==> src/hdl/lcdnw_pkg.sv <==
// Package: shared types, codes and constants of the character-LCD nibble write sequencer.
`default_nettype none

package lcdnw_pkg;

  localparam int unsigned WAIT_W     = 16;
  localparam int unsigned CFG_IDX_W  = 8;
  localparam int unsigned STEP_W     = 4;

  // Input command codes.
  typedef enum logic [2:0] {
    MODE_INSTR  = 3'd0,
    MODE_DATA   = 3'd1,
    MODE_INIT   = 3'd2,
    MODE_GOTO   = 3'd3,
    MODE_ONOFF  = 3'd4,
    MODE_SHIFT  = 3'd5
  } mode_t;

  // Configuration register indexes.
  localparam logic [CFG_IDX_W-1:0] CFG_INSTR_WAIT   = 8'd0;
  localparam logic [CFG_IDX_W-1:0] CFG_DATA_WAIT    = 8'd1;
  localparam logic [CFG_IDX_W-1:0] CFG_POWER_WAIT   = 8'd2;
  localparam logic [CFG_IDX_W-1:0] CFG_INIT_STEP    = 8'd3;

  localparam logic [WAIT_W-1:0] RST_INSTR_WAIT = 16'd2000;
  localparam logic [WAIT_W-1:0] RST_DATA_WAIT  = 16'd40;
  localparam logic [WAIT_W-1:0] RST_POWER_WAIT = 16'd50000;
  localparam logic [WAIT_W-1:0] RST_INIT_STEP  = 16'd10000;

  // Instruction bytes of the controller.
  localparam logic [7:0] LCD_FUNC_SET_4BIT = 8'h28;
  localparam logic [7:0] LCD_DISPLAY_OFF   = 8'h08;
  localparam logic [7:0] LCD_CLEAR         = 8'h01;
  localparam logic [7:0] LCD_ENTRY_MODE    = 8'h06;
  localparam logic [7:0] LCD_DISPLAY_ON    = 8'h0C;
  localparam logic [7:0] LCD_SET_DDRAM     = 8'h80;
  localparam logic [7:0] LCD_LINE2_OFFSET  = 8'h40;
  localparam logic [7:0] LCD_SHIFT_BASE    = 8'h10;

  localparam logic [3:0] NIB_WAKE    = 4'h3;
  localparam logic [3:0] NIB_4BIT    = 4'h2;

  // Init sequence: four wake nibbles, then five set-up bytes of two pulses each.
  localparam logic [STEP_W-1:0] INIT_WAKE_STEPS = 4'd4;
  localparam logic [STEP_W-1:0] INIT_LAST_STEP  = 4'd13;

  typedef enum logic [0:0] {
    KIND_BYTE = 1'b0,
    KIND_INIT = 1'b1
  } kind_t;

  // One queued command.
  typedef struct packed {
    kind_t      kind;
    logic       rs;
    logic [7:0] data;
  } cmd_t;

  typedef struct packed {
    logic              head_valid;
    logic              push_ready;
  } q_status_t;

  typedef struct packed {
    logic [WAIT_W-1:0] instr_wait;
    logic [WAIT_W-1:0] data_wait;
    logic [WAIT_W-1:0] power_wait;
    logic [WAIT_W-1:0] init_step;
  } cfg_t;

  typedef struct packed {
    logic              rs;
    logic [3:0]        nib;
    logic [WAIT_W-1:0] pre_wait;
    logic [WAIT_W-1:0] post_wait;
    logic              last;
  } pulse_t;

  function automatic logic [7:0] setup_byte(input logic [2:0] idx);
    logic [7:0] b;
    unique case (idx)
      3'd0:    b = LCD_FUNC_SET_4BIT;
      3'd1:    b = LCD_DISPLAY_OFF;
      3'd2:    b = LCD_CLEAR;
      3'd3:    b = LCD_ENTRY_MODE;
      default: b = LCD_DISPLAY_ON;
    endcase
    return b;
  endfunction

endpackage

`default_nettype wire

==> src/hdl/char_lcd_nibble_write_sequencer_top.sv <==
// Top level of the character-LCD 4-bit write sequencer: config registers and block wiring.
`default_nettype none

// Channel   Direction  Handshake               Payload
// req       in         req_valid/req_ready     mode, value, column, line, cursor_on,
//                                              blink_on, shift_display, shift_right
// pulse     out        pulse_valid/pulse_ready reg_select, nibble, pre_wait_us,
//                                              post_wait_us, last_pulse
// cfg       in         cfg_valid/cfg_ready     cfg_index, cfg_data
//
// The pulse sequencer issues one pulse per cycle through its output register while the
// pulse channel is not stalled; an instruction or data request makes 2 pulses, an init
// request 14. A request is decoded in the cycle it is accepted and enters a two-entry
// queue, and its first pulse then goes through the output register. Modes 6 and 7 are
// accepted and dropped. Reset empties the queue, clears the output valid flag and loads
// the default waits. A stalled pulse channel fills the queue, after which req_ready falls;
// the config port is always ready.
module char_lcd_nibble_write_sequencer_top
  import lcdnw_pkg::*;
(
  input  wire logic                 clk,
  input  wire logic                 rst,
  input  wire logic                 req_valid,
  output logic                      req_ready,
  input  wire logic [2:0]           mode,
  input  wire logic [7:0]           value,
  input  wire logic [7:0]           column,
  input  wire logic                 line,
  input  wire logic                 cursor_on,
  input  wire logic                 blink_on,
  input  wire logic                 shift_display,
  input  wire logic                 shift_right,
  output logic                      pulse_valid,
  input  wire logic                 pulse_ready,
  output logic                      reg_select,
  output logic [3:0]                nibble,
  output logic [WAIT_W-1:0]         pre_wait_us,
  output logic [WAIT_W-1:0]         post_wait_us,
  output logic                      last_pulse,
  input  wire logic                 cfg_valid,
  output logic                      cfg_ready,
  input  wire logic [CFG_IDX_W-1:0] cfg_index,
  input  wire logic [WAIT_W-1:0]    cfg_data
);

  cfg_t      cfg;
  q_status_t q_status;
  cmd_t      push_cmd;
  cmd_t      head;
  pulse_t    pulse;
  logic      push_valid;
  logic      pop;

  // Configuration writes land directly; indexes past the list are ignored.
  assign cfg_ready = 1'b1;

  always_ff @(posedge clk) begin
    if (rst) begin
      cfg.instr_wait <= RST_INSTR_WAIT;
      cfg.data_wait  <= RST_DATA_WAIT;
      cfg.power_wait <= RST_POWER_WAIT;
      cfg.init_step  <= RST_INIT_STEP;
    end else if (cfg_valid && cfg_ready) begin
      unique case (cfg_index)
        CFG_INSTR_WAIT: cfg.instr_wait <= cfg_data;
        CFG_DATA_WAIT:  cfg.data_wait  <= cfg_data;
        CFG_POWER_WAIT: cfg.power_wait <= cfg_data;
        CFG_INIT_STEP:  cfg.init_step  <= cfg_data;
        default: ;
      endcase
    end
  end

  // The request channel is ready whenever the queue has room, regardless of
  // whether the decoded mode produces any pulses.
  assign req_ready = q_status.push_ready;

  lcdnw_front u_front (
    .req_valid     (req_valid),
    .mode          (mode),
    .value         (value),
    .column        (column),
    .line          (line),
    .cursor_on     (cursor_on),
    .blink_on      (blink_on),
    .shift_display (shift_display),
    .shift_right   (shift_right),
    .push_valid    (push_valid),
    .push_cmd      (push_cmd)
  );

  lcdnw_queue u_queue (
    .clk        (clk),
    .rst        (rst),
    .push_valid (push_valid),
    .push_cmd   (push_cmd),
    .pop        (pop),
    .status     (q_status),
    .head       (head)
  );

  lcdnw_back u_back (
    .clk         (clk),
    .rst         (rst),
    .head_valid  (q_status.head_valid),
    .head        (head),
    .cfg         (cfg),
    .pop         (pop),
    .pulse_valid (pulse_valid),
    .pulse_ready (pulse_ready),
    .pulse       (pulse)
  );

  assign reg_select   = pulse.rs;
  assign nibble       = pulse.nib;
  assign pre_wait_us  = pulse.pre_wait;
  assign post_wait_us = pulse.post_wait;
  assign last_pulse   = pulse.last;

  // Only init wake nibbles carry a pre-pulse wait, and those go to the instruction register.
  a_pre_wait_instr: assert property (@(posedge clk) disable iff (rst)
    (pulse_valid && pre_wait_us != '0) |-> !reg_select)
    else $error("pre-pulse wait on a data register pulse");

  // A settle wait only follows the final pulse of a byte, never the high nibble.
  a_post_wait_last: assert property (@(posedge clk) disable iff (rst)
    (pulse_valid && !last_pulse && post_wait_us != '0) |->
      (!reg_select && pre_wait_us == '0))
    else $error("settle wait on a data high nibble");

  // A decodable request must leave a command in the queue on the next cycle.
  a_push_lands: assert property (@(posedge clk) disable iff (rst)
    (req_valid && req_ready && mode <= MODE_SHIFT) |=> q_status.head_valid)
    else $error("accepted command missing from queue");

  // With nothing queued the sequencer cannot present a new pulse.
  a_no_phantom: assert property (@(posedge clk) disable iff (rst)
    (!q_status.head_valid && (!pulse_valid || pulse_ready)) |=> !pulse_valid)
    else $error("pulse issued from an empty queue");

endmodule

`default_nettype wire

==> src/hdl/lcdnw_front.sv <==
// Front end: decodes an incoming request into a queued command byte or init sequence.
`default_nettype none

module lcdnw_front
  import lcdnw_pkg::*;
(
  input  wire logic       req_valid,
  input  wire logic [2:0] mode,
  input  wire logic [7:0] value,
  input  wire logic [7:0] column,
  input  wire logic       line,
  input  wire logic       cursor_on,
  input  wire logic       blink_on,
  input  wire logic       shift_display,
  input  wire logic       shift_right,
  output logic            push_valid,
  output cmd_t            push_cmd
);

  logic [7:0] goto_byte;
  logic       known;

  always_comb begin
    goto_byte = LCD_SET_DDRAM | (line ? LCD_LINE2_OFFSET : 8'h00);
    if (column < 8'd16) begin
      goto_byte = goto_byte | column;
    end
  end

  always_comb begin
    known         = 1'b1;
    push_cmd.kind = KIND_BYTE;
    push_cmd.rs   = 1'b0;
    push_cmd.data = value;
    unique case (mode)
      MODE_INSTR: ;
      MODE_DATA:  push_cmd.rs = 1'b1;
      MODE_INIT:  push_cmd.kind = KIND_INIT;
      MODE_GOTO:  push_cmd.data = goto_byte;
      MODE_ONOFF: push_cmd.data = LCD_DISPLAY_ON | {6'd0, cursor_on, blink_on};
      MODE_SHIFT: push_cmd.data = LCD_SHIFT_BASE | {4'd0, shift_display, shift_right, 2'd0};
      default:    known = 1'b0;  // Unused codes produce nothing.
    endcase
    push_valid = req_valid && known;
  end

endmodule

`default_nettype wire

==> src/hdl/lcdnw_queue.sv <==
// Two-entry command queue between the decoder and the pulse sequencer.
`default_nettype none

module lcdnw_queue
  import lcdnw_pkg::*;
(
  input  wire logic clk,
  input  wire logic rst,
  input  wire logic push_valid,
  input  wire cmd_t push_cmd,
  input  wire logic pop,
  output q_status_t status,
  output cmd_t      head
);

  cmd_t       mem [2];
  logic       wr_ptr;
  logic       rd_ptr;
  logic [1:0] count;
  logic       push;

  assign status.push_ready = (count != 2'd2);
  assign status.head_valid = (count != 2'd0);
  assign push              = push_valid && status.push_ready;
  assign head              = mem[rd_ptr];

  always_ff @(posedge clk) begin
    if (push) begin
      mem[wr_ptr] <= push_cmd;
    end
  end

  always_ff @(posedge clk) begin
    if (rst) begin
      wr_ptr <= 1'b0;
      rd_ptr <= 1'b0;
      count  <= 2'd0;
    end else begin
      if (push) begin
        wr_ptr <= ~wr_ptr;
      end
      if (pop) begin
        rd_ptr <= ~rd_ptr;
      end
      count <= count + {1'b0, push} - {1'b0, pop};
    end
  end

endmodule

`default_nettype wire

==> src/hdl/lcdnw_back.sv <==
// Back end: steps through head command pulses, one per cycle unless stalled.
`default_nettype none

module lcdnw_back
  import lcdnw_pkg::*;
(
  input  wire logic clk,
  input  wire logic rst,
  input  wire logic head_valid,
  input  wire cmd_t head,
  input  wire cfg_t cfg,
  output logic      pop,
  output logic      pulse_valid,
  input  wire logic pulse_ready,
  output pulse_t    pulse
);

  logic [STEP_W-1:0] step;
  logic [STEP_W-1:0] setup_step;
  logic [7:0]        cur_byte;
  logic              adv;
  logic              fire;
  pulse_t            p;

  always_comb begin
    setup_step = step - INIT_WAKE_STEPS;
    cur_byte   = setup_byte(setup_step[3:1]);
    p.rs        = 1'b0;
    p.nib       = '0;
    p.pre_wait  = '0;
    p.post_wait = '0;
    p.last      = 1'b0;
    unique case (head.kind)
      KIND_BYTE: begin
        p.rs   = head.rs;
        p.nib  = step[0] ? head.data[3:0] : head.data[7:4];
        p.last = step[0];
        if (step[0]) begin
          p.post_wait = head.rs ? cfg.data_wait : cfg.instr_wait;
        end
      end
      KIND_INIT: begin
        if (step < INIT_WAKE_STEPS) begin
          p.nib      = (step == INIT_WAKE_STEPS - 4'd1) ? NIB_4BIT : NIB_WAKE;
          p.pre_wait = (step == '0) ? cfg.power_wait : cfg.init_step;
        end else begin
          p.nib       = setup_step[0] ? cur_byte[3:0] : cur_byte[7:4];
          p.post_wait = setup_step[0] ? cfg.instr_wait : '0;
        end
        p.last = (step == INIT_LAST_STEP);
      end
      default: ;
    endcase
    adv  = !pulse_valid || pulse_ready;
    fire = adv && head_valid;
    pop  = fire && p.last;
  end

  always_ff @(posedge clk) begin
    if (rst) begin
      pulse_valid <= 1'b0;
      step        <= '0;
    end else begin
      if (adv) begin
        pulse_valid <= head_valid;
      end
      if (fire) begin
        step <= p.last ? '0 : step + 4'd1;
      end
    end
  end

  always_ff @(posedge clk) begin
    if (fire) begin
      pulse <= p;
    end
  end

endmodule

`default_nettype wire

==> config.mk <==
export PLATFORM = sky130hd
export DESIGN_NAME = char_lcd_nibble_write_sequencer_top
export DESIGN_NICKNAME = d
export VERILOG_FILES = /design/src/hdl/lcdnw_pkg.sv /design/src/hdl/char_lcd_nibble_write_sequencer_top.sv /design/src/hdl/lcdnw_front.sv /design/src/hdl/lcdnw_queue.sv /design/src/hdl/lcdnw_back.sv
export SDC_FILE = /design/constraint.sdc
export NUM_CORES = 1
export LEC_CHECK = 0
export BUFFER_PORTS_ARGS = -buffer_cell sky130_fd_sc_hd__buf_2
export CAP_MARGIN = 20
export CORE_ASPECT_RATIO = 0.6
export CORE_MARGIN = 2
export CORE_UTILIZATION = 60
export CTS_CLUSTER_DIAMETER = 30
export DETAILED_ROUTE_END_ITERATION = 7
export PLACE_DENSITY = 0.81
export SLEW_MARGIN = 20
export SYNTH_ARGS = -nofsm -noshare
export SYNTH_HDL_FRONTEND = slang
export SYNTH_SLANG_ARGS = --single-unit
==> constraint.sdc <==
create_clock -name clk -period 4.5 [get_ports clk]
set_input_delay 0.9 -clock clk [delete_from_list [all_inputs] [get_ports clk]]
set_output_delay 0.9 -clock clk [all_outputs]
set_load 0.05 [all_outputs]
==> results of run 1 <==
-- cell families (layout without fill, tap and decap cells) --
family          count (synthesis)  in the layout  share of synthesized area
simple gates                  214            214                      0.171
flops                         132            132                      0.582
compound gates                100            100                      0.108
buf+inv                        44            141                     0.0364
mux                            37             37                     0.0790
fa+ha+maj                       8              8                     0.0181
xor+xnor                        3              3                    0.00474
other cells                     1              1                   0.000677
-- synthesized netlist by cell type, drive strengths merged, types with 2 or more instances --
master	n	area share
a21o	2	0.0027
a21oi	58	0.052
a221oi	2	0.0063
a22oi	16	0.022
a31oi	5	0.0056
and2	3	0.0034
and3	2	0.0023
buf	10	0.013
clkbuf	22	0.015
dfxtp	74	0.27
edfxtp	58	0.31
ha	8	0.018
inv	11	0.0075
mux2	2	0.0047
mux2i	32	0.060
mux4	3	0.014
nand2	77	0.052
nand2b	6	0.0068
nand3	5	0.0045
nand3b	2	0.0027
nand4	2	0.0023
nand4b	2	0.0032
nand4bb	2	0.0041
nor2	79	0.054
nor2b	5	0.0056
nor3	23	0.021
nor3b	2	0.0027
o21ai	9	0.0081
o22ai	3	0.0034
xnor2	2	0.0032
-- layer usage --
| layer | track usage | up-vias |
|---|---|---|
| met1 | 0.382 | 2074 |
| li1 | - | 2068 |
| met4 | 0.116 | 0 |
| met5 | 0 | - |
| met3 | 0.0873 | 28 |
| met2 | 0.389 | 228 |
-- power breakdown --
part           switching [uW]  leakage [uW]  internal [uW]  total (uW)
Sequential               63.9       0.00115           1440        1500
Clock                     485      0.000288            842        1330
Combinational             728       0.00131            205         933
-- area by class of cell --
class,count,area [um^2]
Clock buffer,29,563
Inverter,12,45.0
Timing Repair Buffer,97,505
Sequential cell,132,3220
Fill cell,602,2470
Clock inverter,3,15.0
Multi-Input combinational cell,363,2120
Tap cell,116,145
-- sequential cells by signal, summed over array words and instances (netlist names), named ones only --
signal,count
u_back.pulse,38
u_queue.mem,20
u_back.step,4
u_queue.count,2
cfg,64
u_queue.rd_ptr,1
u_back.pulse_valid,1
u_queue.wr_ptr,1
-- worst paths after layout --
path,to,depth (start not counted),from
max,u_back.pulse[28],5,u_back.step[0]
min reg2reg,cfg[41],2,cfg[41]
max reg2reg,u_back.pulse[28],5,u_back.step[0]
min,cfg[41],2,cfg[41]
-- through the flow --
stage,area (um^2),cells,util
after global routing,6610,752,0.728
after floorplan,5540,539,-
after CTS,6600,751,0.726
after detailed placement,6020,719,0.662
final,6610,752,0.728
after global placement,6020,719,0.662
-- worst register-to-register path: cells and delay by family, from the launching register on --
family                   cells  cell delay (ns)
AO/OA/AOI/OAI                1             0.20
adder cells (fa/ha/maj)      1             0.46
buffers and inverters        1             0.68
flip-flops                   1             0.71
AND/OR/NAND/NOR              2             0.61
-- layout by cell type (no fill, tap or decap), drive strengths merged, types with 5 or more instances in the layout --
cell type,Yosys,layout
buf,10,97
nor2,79,79
nand2,77,77
dfxtp,74,74
a21oi,58,58
edfxtp,58,58
mux2i,32,32
clkbuf,22,29
nor3,23,23
a22oi,16,16
inv,11,10
o21ai,9,9
ha,8,8
nand2b,6,6
nor2b,5,5
a31oi,5,5
nand3,5,5
clkinv,1,5
==> flow_metrics.tcl, run 1 <==
set metrics [dict create \
    std_cell_rows 27 \
    endpoint_kind "flip-flop" \
    firstDrtPassIters 5 \
    cp_slowest_cell "dfxtp_1" \
    met3_length_um 1180 \
    dpl.hpwl_um 8330 \
    numCtsBuffers 17 \
    dpl_worst_slack_ns 1.64 \
    gp_congestion 0.854 \
    grt_pass1_vias 4056 \
    cpLargestDelayFamily "flip-flops" \
    ys_async_sr_fraction 0 \
    postSynthCellCount 539 \
    setup_tns_ns 0 \
    path_max_fanout 19 \
    ctsHoldBuffers 0 \
    worstSetupPathType "reg2reg" \
    vias 4398 \
    cp-start-kind "flip-flop" \
    maxCapViolCount 0 \
    cp.required_ns 4.73 \
    routed.top_layer "met4" \
    post-cts-setup-buffers 0 \
    htree_levels 4 \
    wl_per_cell_um 16.9 \
    synthToLayoutAreaGrowth_pct 19.4 \
    tightest_slew_ns 1.07 \
    synthFlopType "dfxtp_1" \
    hold_class "reg2reg" \
    grt_first_pass_wirelength_um 20400 \
    avgSynthCellArea_um2 10.3 \
    drc_errors 0 \
    pwr_density_cell_nw_per_um2 569 \
    fin_skew_ns 0.00928 \
    period_needed_ns 2.85 \
    layout-drive-gt1-share 0.204 \
    finalSetupViolations 0 \
    drt-total-wl_um 12700 \
    mappedNetlistArea_um2 5540 \
    reg2reg_slack_ns 1.65 \
    critPathArrivalTime_ns 3.09 \
    grt_remaining_overflow 0 \
    die_height_um 78.4 \
    status "complete, no violations" \
    synth.ff_latch_count 132 \
    dieArea_um2 10000 \
    grt_start_max_net_pins 62 \
    antenna_found_initial 0 \
    nets 684 \
    hold-worst-slack_ns 0.456 \
    drv_slew 0 \
    path_buf_inv 1 \
    viasPerCell 5.85 \
    setup_slack_ns 1.65 \
    die_w_um 128 \
    leakagePower_uw 0.00275 \
    coreArea_um2 9090 \
    rsz0062_at_grt "no" \
    detail-route-antenna-nets 0 \
    yosysWarnings 0 \
    met2WireLength_um 5470 \
    fmax_mhz 351 \
    clkTransAtPathRegs_ns 0.06 \
    wl_met1_um 5780 \
    p_total_uw 3760 \
    relSlewSlack 0.284 \
    io_pins 94 \
    crit_path_cell_trace "clkinv_1 -> ha_1 -> nand2_1 -> nand2_1 -> a21oi_1" \
    period_share 0.634 \
    cts_tree "yes" \
    antenna_cells 0 \
    cts.sinks 132 \
    initial_core_util 0.610 \
    grt.total_usage 0.272 \
    yosysSeqAreaShare 0.582 \
    clock_path_buffers 2 \
    critical_path.most_common_cell "nand2_1" \
    port_buffers 92 \
    hold_viol_final 0 \
    drtIter0Drc 496 \
    slowest_delay_ns 0.71 \
    synth-edff-count 58 \
    postSynthNetCount 600 \
    ys_types 49 \
    cts_root_buffer "clkbuf_16" \
    clkLatencyLatePin_ns 0.42 \
    cts_resized 0 \
    peakVddDrop_uv 323 \
]
(Power assumes the default switching activity.)
==> run 2: changes to the inputs <==
--- a/config.mk
+++ b/config.mk
@@ -5,14 +5,15 @@
 export SDC_FILE = /design/constraint.sdc
 export NUM_CORES = 1
 export LEC_CHECK = 0
+export ABC_AREA = 1
 export BUFFER_PORTS_ARGS = -buffer_cell sky130_fd_sc_hd__buf_2
 export CAP_MARGIN = 20
 export CORE_ASPECT_RATIO = 0.6
 export CORE_MARGIN = 2
-export CORE_UTILIZATION = 60
+export CORE_UTILIZATION = 51
 export CTS_CLUSTER_DIAMETER = 30
 export DETAILED_ROUTE_END_ITERATION = 7
-export PLACE_DENSITY = 0.81
+export PLACE_DENSITY = 0.73
 export SLEW_MARGIN = 20
 export SYNTH_ARGS = -nofsm -noshare
 export SYNTH_HDL_FRONTEND = slang
==> constraint.sdc (replaced) <==
create_clock -name clk -period 2.6 [get_ports clk]
set_input_delay 0.52 -clock clk [delete_from_list [all_inputs] [get_ports clk]]
set_output_delay 0.52 -clock clk [all_outputs]
set_load 0.05 [all_outputs]
==> flow_metrics.tcl, run 2 <==
set metrics [dict create \
    std_cell_rows 30 \
    wl_per_cell_um 15.0 \
    grt_first_pass_wirelength_um 24300 \
    mappedNetlistArea_um2 5990 \
    worstHoldStart "cfg_data[3]" \
    final_cell_mix "175 x nand2_1, 113 x nand3_1, 92 x buf_2" \
    yosysWarnings 0 \
    firstDrtPassIters 5 \
    drt-total-wl_um 14800 \
    r2r-end "u_queue.count[1]" \
    rsz0062_at_grt "no" \
    fmax_mhz 469 \
    clkLatencyLatePin_ns 0.42 \
    status "complete, no violations" \
    ctsHoldBuffers 0 \
    ys_async_sr_fraction 0 \
    initial_core_util 0.527 \
    tightest_slew_ns 0.666 \
    drv_slew 0 \
    relSlewSlack 0.555 \
    period_needed_ns 2.13 \
    grt.total_usage 0.247 \
    synth-edff-count 58 \
    io_pins 94 \
    top_register "cfg" \
    r2r_cells 12 \
    maxCapViolCount 0 \
    dpl.hpwl_um 10000 \
    synth_area_leaders "edfxtp_1 29%, dfxtp_1 25%, nand2_1 11%" \
    cts_tree "yes" \
    yosysTopAreaCell "edfxtp_1" \
    reg2reg_slack_ns 0.47 \
    layout-drive-gt1-share 0.192 \
    period_share 0.820 \
    nets 873 \
    gp_congestion 0.878 \
    placedInstanceArea_um2 6560 \
    synthToLayoutAreaGrowth_pct 19.7 \
    post-cts-setup-buffers 0 \
    crit_path_cell_trace "inv_1 -> ha_1 -> nand2_1 -> nand3_1 -> nand3_2 -> inv_1 -> ha_1 -> inv_1 -> ha_1 -> xnor2_1 -> o21ai_0 -> a21oi_1" \
    pwr_density_cell_nw_per_um2 1120 \
    numCtsBuffers 17 \
    hold_class "in2reg" \
    clock_path_buffers 2 \
    fin_util 0.630 \
    layout_commonest_cell "nand2_1" \
    drc_errors 0 \
    yosys-top-cells-count "175 x nand2_1, 113 x nand3_1, 79 x nor2_1" \
    dieArea_um2 12700 \
    clkTransAtPathRegs_ns 0.06 \
    peakVddDrop_uv 660 \
    path_buf_inv 3 \
    port_buffers 92 \
    slowest_delay_ns 0.39 \
    r2r_start "u_back.step[1]" \
    avgSynthCellArea_um2 8.25 \
    grt_start_max_net_pins 44 \
    critPathArrivalTime_ns 2.47 \
    crit_cells 12 \
    drtIter0Drc 461 \
    path_max_fanout 5 \
    yosysSeqAreaShare 0.538 \
    cts_root_buffer "clkbuf_16" \
    worstSetupPathType "reg2reg" \
    viasPerCell 5.43 \
    cpLargestDelayFamily "adder cells" \
    coreArea_um2 11400 \
    die_height_um 88.0 \
    grt_remaining_overflow 0 \
    detail-route-antenna-nets 0 \
    vias 5353 \
    fin_area_um2 7170 \
    largest_reg_flops 64 \
    postSynthCellCount 726 \
    setup_tns_ns 0 \
    worstSetupEndpoint "u_queue.count[1]" \
    cp_slowest_cell "dfxtp_1" \
    critPathLaunch "u_back.step[1]" \
    leakagePower_uw 0.00311 \
    endpoint_kind "flip-flop" \
    antenna_found_initial 0 \
    postSynthNetCount 787 \
    fin_skew_ns 0.00670 \
    antenna_cells 0 \
    cts_resized 0 \
    hold_viol_final 0 \
    grt_pass1_vias 4984 \
    die_w_um 144 \
    synthMostInstantiatedCell "nand2_1" \
    synthDominantCellAreaShare 0.291 \
    reg_top3 "cfg: 64 flops, u_back.pulse: 38 flops, u_queue.mem: 20 flops" \
    synthFlopType "dfxtp_1" \
    cp-start-kind "flip-flop" \
    ys_types 28 \
    finalSetupViolations 0 \
    cp.required_ns 2.94 \
    cts.sinks 132 \
    htree_levels 4 \
    synth.ff_latch_count 132 \
]
[run 2: changes by cell type after synthesis, moves of 6 or more]
cell and delta:
nand3_1 +108, nand2_1 +98, inv_1 +41, mux2i_1 -31
nor3_1 -20, a22oi_1 -16, o22ai_1 +14, clkbuf_1 -12
buf_2 +9, a21oi_1 +8, o21ai_0 +7, nand2b_1 -6
[run 2: per-layer routing]
layer,track usage,part of all wire
met5,0,0
met4,0.0847,0.017
met3,0.0596,0.081
met2,0.380,0.44
met1,0.346,0.46
[run 2: how the worst min path moves through the flow]
stage               slack (ns)       to  depth (start not counted)
floorplan                 0.43  cfg[20]                          2
global placement          0.44  cfg[13]                          2
detailed placement        0.44  cfg[20]                          2
CTS                       0.37  cfg[35]                          3
global route              0.38  cfg[35]                          3
finish                    0.38  cfg[35]                          3
[run 2: cell type report]
cell class	instances	area, um^2
tap	160	200
multi-input combinational	496	2320
clock buffer	24	513
timing repair buffer	107	598
inverter	58	220
sequential	132	3220
clock inverter	8	96.3
fill	966	4200
[run 2: worst min-delay path: cells and delay by family]
family	cells	cell delay (ns)
buffers and inverters	1	0.10
AND/OR/NAND/NOR	2	0.14
[run 2: report_power, final]
| group | total (uW) | switching (uW) | leakage (uW) | internal (uW) |
|---|---|---|---|---|
| combinational | 2740 | 2170 | 0.00165 | 576 |
| sequential | 2840 | 138 | 0.00115 | 2700 |
| clock | 2430 | 868 | 0.000301 | 1570 |
[run 2: logic make-up after synthesis]
kind of cell,Yosys count,share of synthesized area
flops,132,0.538
simple gates,387,0.280
buf+inv,98,0.0771
fa+ha+maj,8,0.0167
compound gates,99,0.0867
xor+xnor,1,0.00146
other cells,1,0.000626
[run 2: through the flow]
step                      setup WS (ns)  instances  hold WS, ns  power, uW
after global routing              0.245        985        0.381       8360
after global placement            0.637        953        0.440       5540
after floorplan                   0.268        726        0.428       4930
after CTS                         0.486        985        0.370       8020
after detailed placement          0.567        953        0.444       5600
final                             0.468        985        0.381       8020
